$ cat config.mk
export PLATFORM = sky130hd
export DESIGN_NAME = debounced_fire_alarm_controller
export DESIGN_NICKNAME = d
export VERILOG_FILES = /design/src/design/dfac_pkg.sv /design/src/design/dfac_buzzer.sv /design/src/design/debounced_fire_alarm_controller.sv
export SDC_FILE = /design/constraint.sdc
export NUM_CORES = 1
export LEC_CHECK = 0
export ABC_AREA = 1
export BUFFER_PORTS_ARGS = -buffer_cell sky130_fd_sc_hd__buf_2
export CAP_MARGIN = 15
export CORE_UTILIZATION = 58
export CTS_CLUSTER_DIAMETER = 100
export DETAILED_ROUTE_END_ITERATION = 7
export PLACE_DENSITY = 0.76
export RECOVER_POWER = 100
export SYNTH_ARGS = -nofsm -noshare
export SYNTH_HDL_FRONTEND = slang
export SYNTH_SLANG_ARGS = --single-unit
export TNS_END_PERCENT = 10
$ cat constraint.sdc
create_clock -name aclk -period 6 [get_ports aclk]
set_input_delay 1.2 -clock aclk [delete_from_list [all_inputs] [get_ports aclk]]
set_output_delay 1.2 -clock aclk [all_outputs]
set_load 0.05 [all_outputs]
$ cat src/design/dfac_pkg.sv
`timescale 1ns / 1ps
`default_nettype none

package dfac_pkg;

    // Time base
    localparam int TIME_BITS = 32;
    typedef logic [TIME_BITS-1:0] time_t;

    localparam time_t EVAL_PERIOD_MS = time_t'(300);
    localparam time_t TEMP_PERIOD_MS = time_t'(2000);
    localparam time_t PULSE_HIGH_MS  = time_t'(200);
    localparam time_t PULSE_LOW_MS   = time_t'(100);

    // Vote totals
    localparam logic [7:0] LIGHT_VOTES = 8'd20;
    localparam logic [7:0] SMOKE_VOTES = 8'd10;

    // Temperature limits, sixteenths of a degree
    localparam logic signed [11:0] TEMP_MIN_RAW = -12'sd880;
    localparam logic signed [11:0] TEMP_MAX_RAW = 12'sd2000;
    localparam logic signed [12:0] INVALID_TEMP = -13'sd2032;

    // Configuration register indexes
    typedef enum logic [2:0] {
        REG_TEMP_THRESHOLD   = 3'd0,
        REG_TEMP_OFFSET      = 3'd1,
        REG_DARK_MIN_VOTES   = 3'd2,
        REG_SMOKE_MIN_VOTES  = 3'd3,
        REG_LIGHT_HOLDOFF    = 3'd4,
        REG_SMOKE_HOLDOFF    = 3'd5,
        REG_HEAT_HOLDOFF     = 3'd6,
        REG_BUZZ_PULSE_TOTAL = 3'd7
    } cfg_reg_e;

    // Status code, by priority
    typedef enum logic [2:0] {
        STATUS_FIRE  = 3'd0,
        STATUS_SMOKE = 3'd1,
        STATUS_HEAT  = 3'd2,
        STATUS_DARK  = 3'd3,
        STATUS_CLEAR = 3'd4
    } status_e;

    // Input beat, lowest field in the lowest bits
    typedef struct packed {
        logic [1:0]         pad;
        logic               temp_present;
        logic signed [11:0] temp_raw;
        logic [3:0]         smoke_low_count;
        logic [4:0]         light_high_count;
        logic [31:0]        now_ms;
    } in_beat_t;

    // Result beat
    typedef struct packed {
        logic               pad;
        logic               pulses_done;
        status_e            status_code;
        logic signed [12:0] temp_now;
        logic               sensor_good;
        logic               fire_flag;
        logic               heat_flag;
        logic               smoke_flag;
        logic               buzzer_on;
        logic               lamp_on;
    } res_beat_t;

    // Top level to buzzer sequencer
    typedef struct packed {
        logic step;   // a loop pass is being retired
        logic start;  // fire raised on this pass
        logic clear;  // fire dropped on this pass
    } buzz_ctrl_t;

    typedef struct packed {
        logic running;
        logic phase;
        logic done;
    } buzz_stat_t;

    function automatic time_t elapsed(input time_t now, input time_t then);
        return now - then;
    endfunction

endpackage

`default_nettype wire

$ cat src/design/dfac_buzzer.sv
`timescale 1ns / 1ps
`default_nettype none

module dfac_buzzer (
    input  wire logic                aclk,
    input  wire logic                aresetn,
    input  wire dfac_pkg::buzz_ctrl_t ctrl,
    input  wire dfac_pkg::time_t     now,
    input  wire logic [3:0]          pulse_total,
    output dfac_pkg::buzz_stat_t     stat,
    output dfac_pkg::buzz_stat_t     stat_next
);
    import dfac_pkg::*;

    logic       running_reg, running_next;
    logic       phase_reg, phase_next;
    logic       done_reg, done_next;
    logic [3:0] count_reg, count_next;
    time_t      toggle_reg, toggle_next;

    time_t      wait_ms;
    logic [3:0] count_inc;

    always_comb begin
        running_next = running_reg;
        phase_next   = phase_reg;
        done_next    = done_reg;
        count_next   = count_reg;
        toggle_next  = toggle_reg;
        wait_ms      = phase_reg ? PULSE_HIGH_MS : PULSE_LOW_MS;
        count_inc    = count_reg + 4'd1;

        if (ctrl.step) begin
            priority if (ctrl.clear) begin
                running_next = 1'b0;
                phase_next   = 1'b0;
                done_next    = 1'b0;
                count_next   = '0;
                toggle_next  = '0;
            end else if (ctrl.start && !running_reg) begin
                running_next = 1'b1;
                phase_next   = 1'b0;
                done_next    = 1'b0;
                count_next   = '0;
                toggle_next  = now;
            end else if (running_reg && !done_reg && elapsed(now, toggle_reg) >= wait_ms) begin
                // falling edge of the pin closes one pulse
                toggle_next = now;
                phase_next  = !phase_reg;
                if (phase_reg) begin
                    count_next = count_inc;
                    if (count_inc >= pulse_total) begin
                        done_next = 1'b1;
                    end
                end
            end else begin
                // idle, finished, or still inside the current phase
            end
        end
    end

    always_ff @(posedge aclk) begin
        if (!aresetn) begin
            running_reg <= 1'b0;
            phase_reg   <= 1'b0;
            done_reg    <= 1'b0;
            count_reg   <= '0;
            toggle_reg  <= '0;
        end else begin
            running_reg <= running_next;
            phase_reg   <= phase_next;
            done_reg    <= done_next;
            count_reg   <= count_next;
            toggle_reg  <= toggle_next;
        end
    end

    assign stat      = '{running: running_reg, phase: phase_reg, done: done_reg};
    assign stat_next = '{running: running_next, phase: phase_next, done: done_next};

    a_done_needs_running: assert property (@(posedge aclk) disable iff (!aresetn)
        done_reg |-> running_reg)
        else $error("train done without a running alarm");

    a_phase_needs_running: assert property (@(posedge aclk) disable iff (!aresetn)
        phase_reg |-> running_reg)
        else $error("buzzer phase high with no alarm");

    a_start_clears_train: assert property (@(posedge aclk) disable iff (!aresetn)
        (ctrl.step && ctrl.start && !ctrl.clear && !running_reg)
        |=> (running_reg && !phase_reg && !done_reg && count_reg == 4'd0))
        else $error("alarm start did not reset the pulse train");

endmodule

`default_nettype wire

$ cat src/design/debounced_fire_alarm_controller.sv
`timescale 1ns / 1ps
`default_nettype none

// Debounced fire alarm controller.
// Each input beat on s_* is one pass of the control loop: a millisecond
// timestamp, light and smoke vote counts and one temperature sample.
// Every pass yields exactly one result beat on m_*: lamp, buzzer pin,
// debounced smoke/heat/fire flags, sensor status, stored temperature,
// status code and the pulse-train-done flag.
// Pipeline: input register -> flag/buzzer update -> result register.
// One beat per cycle is sustained while m_tready stays high. The state
// update is a single pass of compares and subtracts on the input
// register, so nothing loops back over cycles. When m_tready is low the
// result register holds its beat; one more beat is still taken into the
// input register, after which s_tready drops. The user must see that
// configuration (cfg_we/cfg_index/cfg_wdata) is written only while no
// beat is in flight; the block does not enforce this. A write takes
// effect at the next clock edge. Synchronous reset (aresetn low) empties
// both stages, clears all flags, timers and the buzzer train, and loads
// the register defaults: threshold 960, offset 208, votes 5/7, hold-offs
// 2000/3000/5000 ms, 5 buzzer pulses.
module debounced_fire_alarm_controller (
    input  wire logic        aclk,
    input  wire logic        aresetn,

    input  wire logic        cfg_we,
    input  wire logic [2:0]  cfg_index,
    input  wire logic [15:0] cfg_wdata,

    input  wire logic        s_tvalid,
    output logic             s_tready,
    // now_ms[31:0], light_high_count[36:32], smoke_low_count[40:37],
    // temp_raw[52:41], temp_present[53], zero pad[55:54]
    input  wire logic [55:0] s_tdata,

    output logic             m_tvalid,
    input  wire logic        m_tready,
    // lamp_on[0], buzzer_on[1], smoke_flag[2], heat_flag[3], fire_flag[4],
    // sensor_good[5], temp_now[18:6], status_code[21:19],
    // pulses_done[22], zero pad[23]
    output logic [23:0]      m_tdata
);
    import dfac_pkg::*;

    // ---------------- configuration registers ----------------
    logic signed [11:0] temp_threshold_reg;
    logic [9:0]         temp_offset_reg;
    logic [4:0]         dark_min_votes_reg;
    logic [3:0]         smoke_min_votes_reg;
    logic [15:0]        light_holdoff_reg;
    logic [15:0]        smoke_holdoff_reg;
    logic [15:0]        heat_holdoff_reg;
    logic [3:0]         buzz_pulse_total_reg;

    always_ff @(posedge aclk) begin
        if (!aresetn) begin
            temp_threshold_reg   <= 12'sd960;
            temp_offset_reg      <= 10'd208;
            dark_min_votes_reg   <= 5'd5;
            smoke_min_votes_reg  <= 4'd7;
            light_holdoff_reg    <= 16'd2000;
            smoke_holdoff_reg    <= 16'd3000;
            heat_holdoff_reg     <= 16'd5000;
            buzz_pulse_total_reg <= 4'd5;
        end else if (cfg_we) begin
            unique case (cfg_reg_e'(cfg_index))
                REG_TEMP_THRESHOLD:   temp_threshold_reg   <= signed'(cfg_wdata[11:0]);
                REG_TEMP_OFFSET:      temp_offset_reg      <= cfg_wdata[9:0];
                REG_DARK_MIN_VOTES:   dark_min_votes_reg   <= cfg_wdata[4:0];
                REG_SMOKE_MIN_VOTES:  smoke_min_votes_reg  <= cfg_wdata[3:0];
                REG_LIGHT_HOLDOFF:    light_holdoff_reg    <= cfg_wdata;
                REG_SMOKE_HOLDOFF:    smoke_holdoff_reg    <= cfg_wdata;
                REG_HEAT_HOLDOFF:     heat_holdoff_reg     <= cfg_wdata;
                REG_BUZZ_PULSE_TOTAL: buzz_pulse_total_reg <= cfg_wdata[3:0];
                default: ;
            endcase
        end
    end

    // ---------------- pipeline handshake ----------------
    logic     in_valid_reg;
    in_beat_t in_beat_reg;
    logic     m_valid_reg;
    res_beat_t res_reg, res_next;
    logic     advance;
    logic     step;

    assign advance  = !m_valid_reg || m_tready;
    assign step     = in_valid_reg && advance;
    assign s_tready = !in_valid_reg || advance;

    always_ff @(posedge aclk) begin
        if (!aresetn) begin
            in_valid_reg <= 1'b0;
        end else if (s_tvalid && s_tready) begin
            in_valid_reg <= 1'b1;
        end else if (step) begin
            in_valid_reg <= 1'b0;
        end
    end

    always_ff @(posedge aclk) begin
        if (s_tvalid && s_tready) begin
            in_beat_reg <= in_beat_t'(s_tdata);
        end
    end

    // ---------------- loop state ----------------
    logic               dark_state_reg, dark_state_next;
    logic               smoke_state_reg, smoke_state_next;
    logic               heat_state_reg, heat_state_next;
    logic               fire_state_reg, fire_state_next;
    logic               sensor_valid_reg, sensor_valid_next;
    logic signed [12:0] temp_store_reg, temp_store_next;
    time_t              last_eval_reg, last_eval_next;
    time_t              last_temp_reg, last_temp_next;
    time_t              last_dark_reg, last_dark_next;
    time_t              last_smoke_reg, last_smoke_next;
    time_t              last_heat_reg, last_heat_next;

    time_t              now;
    logic               eval_due;
    logic               temp_due;
    logic [7:0]         light_cnt;
    logic [7:0]         smoke_cnt;
    logic               dark_vote;
    logic               smoke_vote;
    logic               raw_ok;
    logic signed [12:0] temp_adj;
    logic               hot;
    logic               danger;
    buzz_ctrl_t         buzz_ctrl;
    buzz_stat_t         buzz_stat;
    buzz_stat_t         buzz_stat_next;

    assign now = time_t'(in_beat_reg.now_ms);

    always_comb begin
        dark_state_next   = dark_state_reg;
        smoke_state_next  = smoke_state_reg;
        heat_state_next   = heat_state_reg;
        fire_state_next   = fire_state_reg;
        sensor_valid_next = sensor_valid_reg;
        temp_store_next   = temp_store_reg;
        last_eval_next    = last_eval_reg;
        last_temp_next    = last_temp_reg;
        last_dark_next    = last_dark_reg;
        last_smoke_next   = last_smoke_reg;
        last_heat_next    = last_heat_reg;
        buzz_ctrl         = '{step: step, start: 1'b0, clear: 1'b0};

        eval_due = elapsed(now, last_eval_reg) >= EVAL_PERIOD_MS;
        temp_due = elapsed(now, last_temp_reg) > TEMP_PERIOD_MS;

        // votes above the total count as the total
        light_cnt = {3'b000, in_beat_reg.light_high_count};
        smoke_cnt = {4'b0000, in_beat_reg.smoke_low_count};
        if (light_cnt > LIGHT_VOTES) light_cnt = LIGHT_VOTES;
        if (smoke_cnt > SMOKE_VOTES) smoke_cnt = SMOKE_VOTES;
        dark_vote  = light_cnt >= {3'b000, dark_min_votes_reg};
        smoke_vote = smoke_cnt >= {4'b0000, smoke_min_votes_reg};

        raw_ok   = in_beat_reg.temp_present
                   && in_beat_reg.temp_raw >= TEMP_MIN_RAW
                   && in_beat_reg.temp_raw <= TEMP_MAX_RAW;
        temp_adj = 13'(in_beat_reg.temp_raw) - signed'({3'b000, temp_offset_reg});

        if (eval_due) begin
            last_eval_next = now;
            if (temp_due) begin
                sensor_valid_next = raw_ok;
                temp_store_next   = raw_ok ? temp_adj : INVALID_TEMP;
                last_temp_next    = now;
            end
        end

        hot = sensor_valid_next && (temp_store_next > 13'(temp_threshold_reg));

        if (eval_due) begin
            // each flag moves only once its hold-off has run out
            if (dark_vote != dark_state_reg
                && elapsed(now, last_dark_reg) > time_t'(light_holdoff_reg)) begin
                dark_state_next = dark_vote;
                last_dark_next  = now;
            end
            if (smoke_vote != smoke_state_reg
                && elapsed(now, last_smoke_reg) > time_t'(smoke_holdoff_reg)) begin
                smoke_state_next = smoke_vote;
                last_smoke_next  = now;
            end
            if (hot != heat_state_reg
                && elapsed(now, last_heat_reg) > time_t'(heat_holdoff_reg)) begin
                heat_state_next = hot;
                last_heat_next  = now;
            end
        end

        danger = smoke_state_next || heat_state_next;
        if (eval_due) begin
            if (danger && !fire_state_reg) begin
                fire_state_next = 1'b1;
                buzz_ctrl.start = 1'b1;
            end else if (!danger && fire_state_reg) begin
                fire_state_next = 1'b0;
                buzz_ctrl.clear = 1'b1;
            end
        end
    end

    always_ff @(posedge aclk) begin
        if (!aresetn) begin
            dark_state_reg   <= 1'b0;
            smoke_state_reg  <= 1'b0;
            heat_state_reg   <= 1'b0;
            fire_state_reg   <= 1'b0;
            sensor_valid_reg <= 1'b0;
            temp_store_reg   <= '0;
            last_eval_reg    <= '0;
            last_temp_reg    <= '0;
            last_dark_reg    <= '0;
            last_smoke_reg   <= '0;
            last_heat_reg    <= '0;
        end else if (step) begin
            dark_state_reg   <= dark_state_next;
            smoke_state_reg  <= smoke_state_next;
            heat_state_reg   <= heat_state_next;
            fire_state_reg   <= fire_state_next;
            sensor_valid_reg <= sensor_valid_next;
            temp_store_reg   <= temp_store_next;
            last_eval_reg    <= last_eval_next;
            last_temp_reg    <= last_temp_next;
            last_dark_reg    <= last_dark_next;
            last_smoke_reg   <= last_smoke_next;
            last_heat_reg    <= last_heat_next;
        end
    end

    // ---------------- buzzer pulse train ----------------
    dfac_buzzer u_buzzer (
        .aclk        (aclk),
        .aresetn     (aresetn),
        .ctrl        (buzz_ctrl),
        .now         (now),
        .pulse_total (buzz_pulse_total_reg),
        .stat        (buzz_stat),
        .stat_next   (buzz_stat_next)
    );

    // ---------------- result beat ----------------
    always_comb begin
        res_next.pad         = 1'b0;
        res_next.lamp_on     = dark_state_next;
        res_next.buzzer_on   = buzz_stat_next.done || buzz_stat_next.phase;
        res_next.smoke_flag  = smoke_state_next;
        res_next.heat_flag   = heat_state_next;
        res_next.fire_flag   = fire_state_next;
        res_next.sensor_good = sensor_valid_next;
        res_next.temp_now    = temp_store_next;
        res_next.pulses_done = buzz_stat_next.done;
        priority if (fire_state_next)  res_next.status_code = STATUS_FIRE;
        else if (smoke_state_next)     res_next.status_code = STATUS_SMOKE;
        else if (heat_state_next)      res_next.status_code = STATUS_HEAT;
        else if (dark_state_next)      res_next.status_code = STATUS_DARK;
        else                           res_next.status_code = STATUS_CLEAR;
    end

    always_ff @(posedge aclk) begin
        if (!aresetn) begin
            m_valid_reg <= 1'b0;
        end else if (step) begin
            m_valid_reg <= 1'b1;
        end else if (m_tready) begin
            m_valid_reg <= 1'b0;
        end
    end

    always_ff @(posedge aclk) begin
        if (step) begin
            res_reg <= res_next;
        end
    end

    assign m_tvalid = m_valid_reg;
    assign m_tdata  = res_reg;

    // ---------------- checks ----------------
    a_fire_tracks_danger: assert property (@(posedge aclk) disable iff (!aresetn)
        fire_state_reg == (smoke_state_reg || heat_state_reg))
        else $error("fire flag out of step with smoke/heat");

    a_alarm_tracks_fire: assert property (@(posedge aclk) disable iff (!aresetn)
        buzz_stat.running == fire_state_reg)
        else $error("buzzer train running without fire, or the reverse");

    a_invalid_temp_stored: assert property (@(posedge aclk) disable iff (!aresetn)
        !sensor_valid_reg |-> (temp_store_reg == INVALID_TEMP || temp_store_reg == 13'sd0))
        else $error("invalid sensor with a real temperature stored");

    a_stalled_item_kept: assert property (@(posedge aclk) disable iff (!aresetn)
        (in_valid_reg && !advance) |=> in_valid_reg)
        else $error("input beat dropped while output stalled");

endmodule

`default_nettype wire

==> flow_metrics.py, run 1 <==
metrics = {
    "cells_and_area": {
        "layout_common_cells": "nand2_1, inv_1, a21oi_1",
        "nFillCells": 4641,
        "stdcell_count": 5246,
        "final_nets": 4909,
        "drive_above_1_share": 0.06220,
        "multiInputGateArea_sq_mm": 0.01753,
        "ff_latch_area_sq_mm": 0.008358,
        "num_antenna_cells": 0,
        "finalInstanceArea_sq_mm": 0.03217,
        "layout_commonest_cell": "nand2_1",
        "syn_to_final_growth_pct": 10.83,
    },
    "clocking": {
        "cts_buffers": 43,
        "cts_tree": "built",
        "ctsHoldBuffers": 0,
        "cts_sinks": 379,
        "htree_levels": 2,
        "cts-root-buf": "clkbuf_16",
        "clkTransAtPathRegs_ns": 0.06,
        "clkLatencyLatePin_ns": 0.59,
        "cts_buffer_depth": 3,
    },
    "floorplan": {
        "initial_utilization": 0.5906,
        "fp.coreArea_sq_mm": 0.04915,
        "die_x_um": 225.7,
        "fp.dieArea_sq_mm": 0.05095,
        "rows": 81,
        "pin_count": 106,
        "dieHeight_um": 225.7,
    },
    "synth": {
        "syn_nets": 4778,
        "ys_top_cells_by_area": "dfxtp_1, nand2_1, ha_1, inv_1, a21oi_1",
        "async_reset_ff_frac": 0,
        "synth_flop_cell": "dfxtp_1",
        "ys_ff_latch": 379,
        "yosysUniqueCellTypes": 59,
        "ys_seq_area_frac": 0.2879,
        "synthCells": 4416,
        "yosys_warnings": 0,
        "synth-edff-count": 77,
        "yosys.area.top_type": "dfxtp_1",
        "syn_area_per_cell_sq_um": 6.573,
        "synth.cell_area_sq_mm": 0.02903,
        "synth_top_area_frac": 0.2083,
    },
    "sta": {
        "fin_crit_ns": 5.597,
        "setup_viol": 0,
        "tightest_slew_ns": 3.356,
        "setup_tns_ns": 0,
        "clock_skew_ns": 0.02301,
        "finalMaxSlewViolations": 55,
        "hold_viol_final": 0,
        "slew-limit-headroom": -1.237,
        "post-route-period-util": 0.9328,
        "hold_ws_ns": 0.4577,
        "fmax_mhz": 178.7,
    },
    "power_and_ir_drop": {
        "peakVddDrop_v": 0.0002537,
        "p_leak_nw": 15.19,
        "power_density_mw_per_mm2": 257.9,
    },
    "routing": {
        "wl_um": 87720,
        "drt-initial-drc-count": 2551,
        "ant_nets": 0,
        "vias": 28740,
        "firstDrtPassIters": 6,
        "wl_per_cell_um": 16.72,
        "drcViolationCount": 0,
        "via_per_inst": 5.478,
    },
    "run": {
        "drv_cap": 1,
    },
    "worst_setup_path": {
        "crit_path_top_delay_cell": "edfxtp_1",
        "crit_top_cell": "nand2_1",
        "end_kind": "register",
        "critPathMaxStageDelay_ns": 0.53,
        "worstSetupPathType": "register to register",
        "worstPathRequired_ns": 6.47,
        "cp.arrival_ns": 6.07,
        "worstPathMaxFanout": 32,
        "startpoint_type": "register",
    },
    "placed_design": {
        "gp_congestion": 1.015,
        "place.detailed.hpwl_um": 67420,
        "port_buffers": 102,
        "placedCellCount": 5154,
        "placed_area_sq_mm": 0.03053,
    },
    "global_route": {
        "grt_pass1_wl_um": 136000,
        "antenna_found_initial": 0,
        "grt_start_max_net_pins": 253,
        "grt_overflow_total": 0,
        "grt_pass1_vias": 25800,
        "grt.total_usage": 0.3406,
    },
    "outcome": {
        "violations": "capacitance limit, slew limit",
        "status": "finished with violations",
    },
    "worst_hold_path": {
        "hold_path.class": "register to register",
    },
}
metal layers:
metal  share of wire  vias up  global-route usage
met5               0        -                   0
met4           0.048        0              0.1591
met3           0.067      200             0.04320
met2            0.45      959              0.5540
met1            0.44    12900              0.4477
li1                -    14680                   -
worst max-delay path, delay by kind of cell, from the launching register on:
family,cells,cell delay [ns]
flops,1,0.53
compound gates,2,0.29
fa+ha+maj,2,0.66
simple gates,23,2.78
buf+inv,7,1.19
synth_stat cells, drive strengths merged, types with 12 or more instances:
| library cell | number |
|---|---|
| xor2 | 74 |
| nand2 | 1064 |
| xnor2 | 40 |
| edfxtp | 77 |
| o211ai | 36 |
| nand3 | 222 |
| nand4 | 62 |
| o21a | 14 |
| o21ai | 336 |
| ha | 275 |
| nor2 | 369 |
| a21o | 16 |
| clkbuf | 80 |
| a21boi | 12 |
| nand3b | 23 |
| a21oi | 498 |
| dfxtp | 302 |
| buf | 18 |
| o21bai | 19 |
| or2 | 12 |
| inv | 749 |
| nor3 | 51 |
metrics by stage:
| stage | util | total power, mW | worst slack (ns) |
|---|---|---|---|
| floorplan | - | 4.797 | 0.9298 |
| global placement | 0.6212 | 5.448 | 0.2521 |
| detailed placement | 0.6212 | 5.479 | 0.1762 |
| CTS | 0.6517 | 8.279 | 0.1583 |
| global route | 0.6545 | 8.767 | -0.05385 |
| finish | 0.6545 | 8.296 | 0.4030 |
report_power, final:
part	total [mW]	internal, mW	switching [mW]	leakage, nW
clock network	2.79	1.66	1.13	0.739
logic	2.67	0.910	1.76	11.2
registers	2.84	2.76	0.0760	3.21
cell type report:
class	count	share of cell area
Clock buffer	60	0.03940
Sequential cell	379	0.2598
Timing Repair Buffer	184	0.03508
Tap cell	664	0.02582
Clock inverter	20	0.007195
Inverter	752	0.08789
Multi-Input combinational cell	3187	0.5448
repair_timing:
item | 4_1_cts | 5_1_grt
hold endpoints to repair | 0 | 0
resized for setup | 0 | 26
endpoints found under the setup margin | 0 | 78
buffers inserted | 0 | 11
kinds of logic after synthesis:
group / Yosys count / synth area share
AND/OR/NAND/NOR: 1822 / 0.2622
buffers and inverters: 850 / 0.1116
other: 1 / 0.0001292
XOR/XNOR: 114 / 0.03440
flip-flops: 379 / 0.2879
AO/OA/AOI/OAI: 968 / 0.1804
adder cells (fa/ha/maj): 282 / 0.1234
final timing paths:
kind                                               end  slack, ns  depth (start not counted)                      startpoint
hold / removal          last_dark_reg[14]$_SDFFE_PN0P_       0.46                          2  last_dark_reg[14]$_SDFFE_PN0P_
setup reg to reg  u_buzzer.toggle_reg[24]$_SDFFE_PN0P_       0.40                         34               now[15]$_DFFE_PP_
hold reg to reg         last_dark_reg[14]$_SDFFE_PN0P_       0.46                          2  last_dark_reg[14]$_SDFFE_PN0P_
setup / recovery  u_buzzer.toggle_reg[24]$_SDFFE_PN0P_       0.40                         34               now[15]$_DFFE_PP_
(Power assumes the default switching activity.)
==> run 2: changes to the inputs <==
--- a/config.mk
+++ b/config.mk
@@ -8,6 +8,7 @@
 export ABC_AREA = 1
 export BUFFER_PORTS_ARGS = -buffer_cell sky130_fd_sc_hd__buf_2
 export CAP_MARGIN = 15
+export CORE_ASPECT_RATIO = 1.1
 export CORE_UTILIZATION = 58
 export CTS_CLUSTER_DIAMETER = 100
 export DETAILED_ROUTE_END_ITERATION = 7
==> constraint.sdc (replaced) <==
create_clock -name aclk -period 6 [get_ports aclk]
set_input_delay 0.6 -clock aclk [delete_from_list [all_inputs] [get_ports aclk]]
set_output_delay 0.6 -clock aclk [all_outputs]
set_load 0.05 [all_outputs]
==> run 2 against run 1 <==
Effect of this change:
- the flow still finishes with violations (capacitance limit, slew limit)
- clock-buffer cell count is 1 lower
- clock skew is 0.0042 ns lower
- via count decreased by 0.42%
- critical endpoint is now m_tdata[1]$_DFFE_PP_
- largest power group unchanged
- highest routed layer unchanged
==> flow_metrics.py, run 2 (synthesis results as in run 1) <==
metrics = {
    "worst_hold_path": {
        "hold_path.class": "primary input to register",
        "holdCritStartpoint": "s_tdata[44]",
    },
    "floorplan": {
        "fp.coreArea_sq_mm": 0.04913,
        "fp.dieArea_sq_mm": 0.05095,
        "die_x_um": 215.3,
        "dieHeight_um": 236.6,
        "rows": 85,
        "pin_count": 106,
        "initial_utilization": 0.5908,
    },
    "clocking": {
        "cts_sinks": 379,
        "cts_buffers": 42,
        "clkTransAtPathRegs_ns": 0.06,
        "cts_tree": "built",
        "htree_levels": 2,
        "cts_buffer_depth": 3,
        "cts-root-buf": "clkbuf_16",
        "ctsHoldBuffers": 0,
        "clkLatencyLatePin_ns": 0.59,
    },
    "run": {
        "drv_cap": 4,
    },
    "sta": {
        "setup_viol": 0,
        "fin_crit_ns": 5.594,
        "setup_tns_ns": 0,
        "slew-limit-headroom": -1.634,
        "rsz0062_at_grt": "no",
        "clock_skew_ns": 0.01884,
        "fmax_mhz": 178.8,
        "setup_ws_ns": 0.4056,
        "finalMaxSlewViolations": 303,
        "hold_ws_ns": 0.1871,
        "hold_viol_final": 0,
        "post-route-period-util": 0.9324,
        "tightest_slew_ns": 3.951,
    },
    "placed_design": {
        "port_buffers": 102,
        "placed_area_sq_mm": 0.03044,
        "gp_congestion": 1.005,
        "placedCellCount": 5133,
        "dp_slack_ns": 0.2444,
        "place.detailed.hpwl_um": 66640,
    },
    "power_and_ir_drop": {
        "power_density_mw_per_mm2": 257.9,
        "p_leak_nw": 15.12,
        "total_power_mw": 8.242,
        "peakVddDrop_v": 0.0002441,
    },
    "worst_setup_path": {
        "crit_top_cell": "nand2_1",
        "worstPathMaxFanout": 7,
        "startpoint_type": "register",
        "end_kind": "register",
        "worstPathRequired_ns": 6.34,
        "crit_path_top_delay_cell": "edfxtp_1",
        "startpoint": "now[22]$_DFFE_PP_",
        "worstSetupPathType": "register to register",
        "cp.arrival_ns": 5.93,
        "critPathMaxStageDelay_ns": 0.54,
        "crit-reg2reg-launch": "now[22]$_DFFE_PP_",
    },
    "cells_and_area": {
        "fin_util": 0.6503,
        "ff_latch_area_sq_mm": 0.008358,
        "nFillCells": 4732,
        "drive_above_1_share": 0.05826,
        "final_nets": 4894,
        "finalInstanceArea_sq_mm": 0.03195,
        "layout_common_cells": "nand2_1, inv_1, a21oi_1",
        "stdcell_count": 5220,
        "layout_commonest_cell": "nand2_1",
        "syn_to_final_growth_pct": 10.08,
        "multiInputGateArea_sq_mm": 0.01747,
    },
    "global_route": {
        "grt_pass1_vias": 26640,
        "antenna_found_initial": 1,
        "grt_pass1_wl_um": 136100,
        "grt_start_max_net_pins": 98,
        "grt_overflow_total": 0,
        "grt.total_usage": 0.3353,
    },
    "routing": {
        "drcViolationCount": 0,
        "firstDrtPassIters": 6,
        "vias": 28620,
        "ant_nets": 0,
        "wl_per_cell_um": 16.59,
        "wl_um": 86610,
        "via_per_inst": 5.482,
        "drt-initial-drc-count": 1834,
    },
    "outcome": {
        "status": "finished with violations",
        "violations": "capacitance limit, slew limit",
    },
}
-- run 2: path summary, 6_finish.rpt --
check,endpoint,slack [ns],cells after the start
min,in_beat_reg[44]$_DFFE_PP_,0.19,1
min reg2reg,last_dark_reg[4]$_SDFFE_PN0P_,0.45,2
max reg2reg,m_tdata[1]$_DFFE_PP_,0.41,31
max,m_tdata[1]$_DFFE_PP_,0.41,31
-- run 2: critical path, delay by kind of cell, from the launching register on --
kind / cells / cell delay [ns]
adders and majority gates: 2 / 0.81
and+or+nand+nor: 20 / 2.62
AOI/OAI and AO/OA: 5 / 0.90
buffers and inverters: 4 / 0.47
DFF: 1 / 0.54
-- run 2: final cells by class --
cell class / instances / share of cell area
flip-flops and latches: 379 / 0.2616
diodes: 2 / 0.0001566
clock buffers: 59 / 0.03971
well taps: 652 / 0.02553
repair buffers: 169 / 0.03050
inverters: 752 / 0.08850
clock inverters: 19 / 0.007048
repair inverters: 1 / 0.0002349
multi-input cells: 3187 / 0.5468
-- run 2: routing by layer --
metal,track usage,vias up,routed length (um)
li1,-,14630,-
met1,0.4175,12920,36800
met2,0.5597,834,38960
met3,0.04444,232,5390
met4,0.1857,0,5462
met5,0,-,0
-- run 2: what timing repair did --
action	in CTS	in global routing
endpoints found under the setup margin	0	77
gates resized for setup	0	11
buffers inserted	0	6
-- run 2: where the power goes --
part	leakage [nW]	internal (mW)	switching, mW
sequential	3.21	2.76	0.0750
combinational	11.2	0.900	1.74
clock	0.742	1.66	1.11
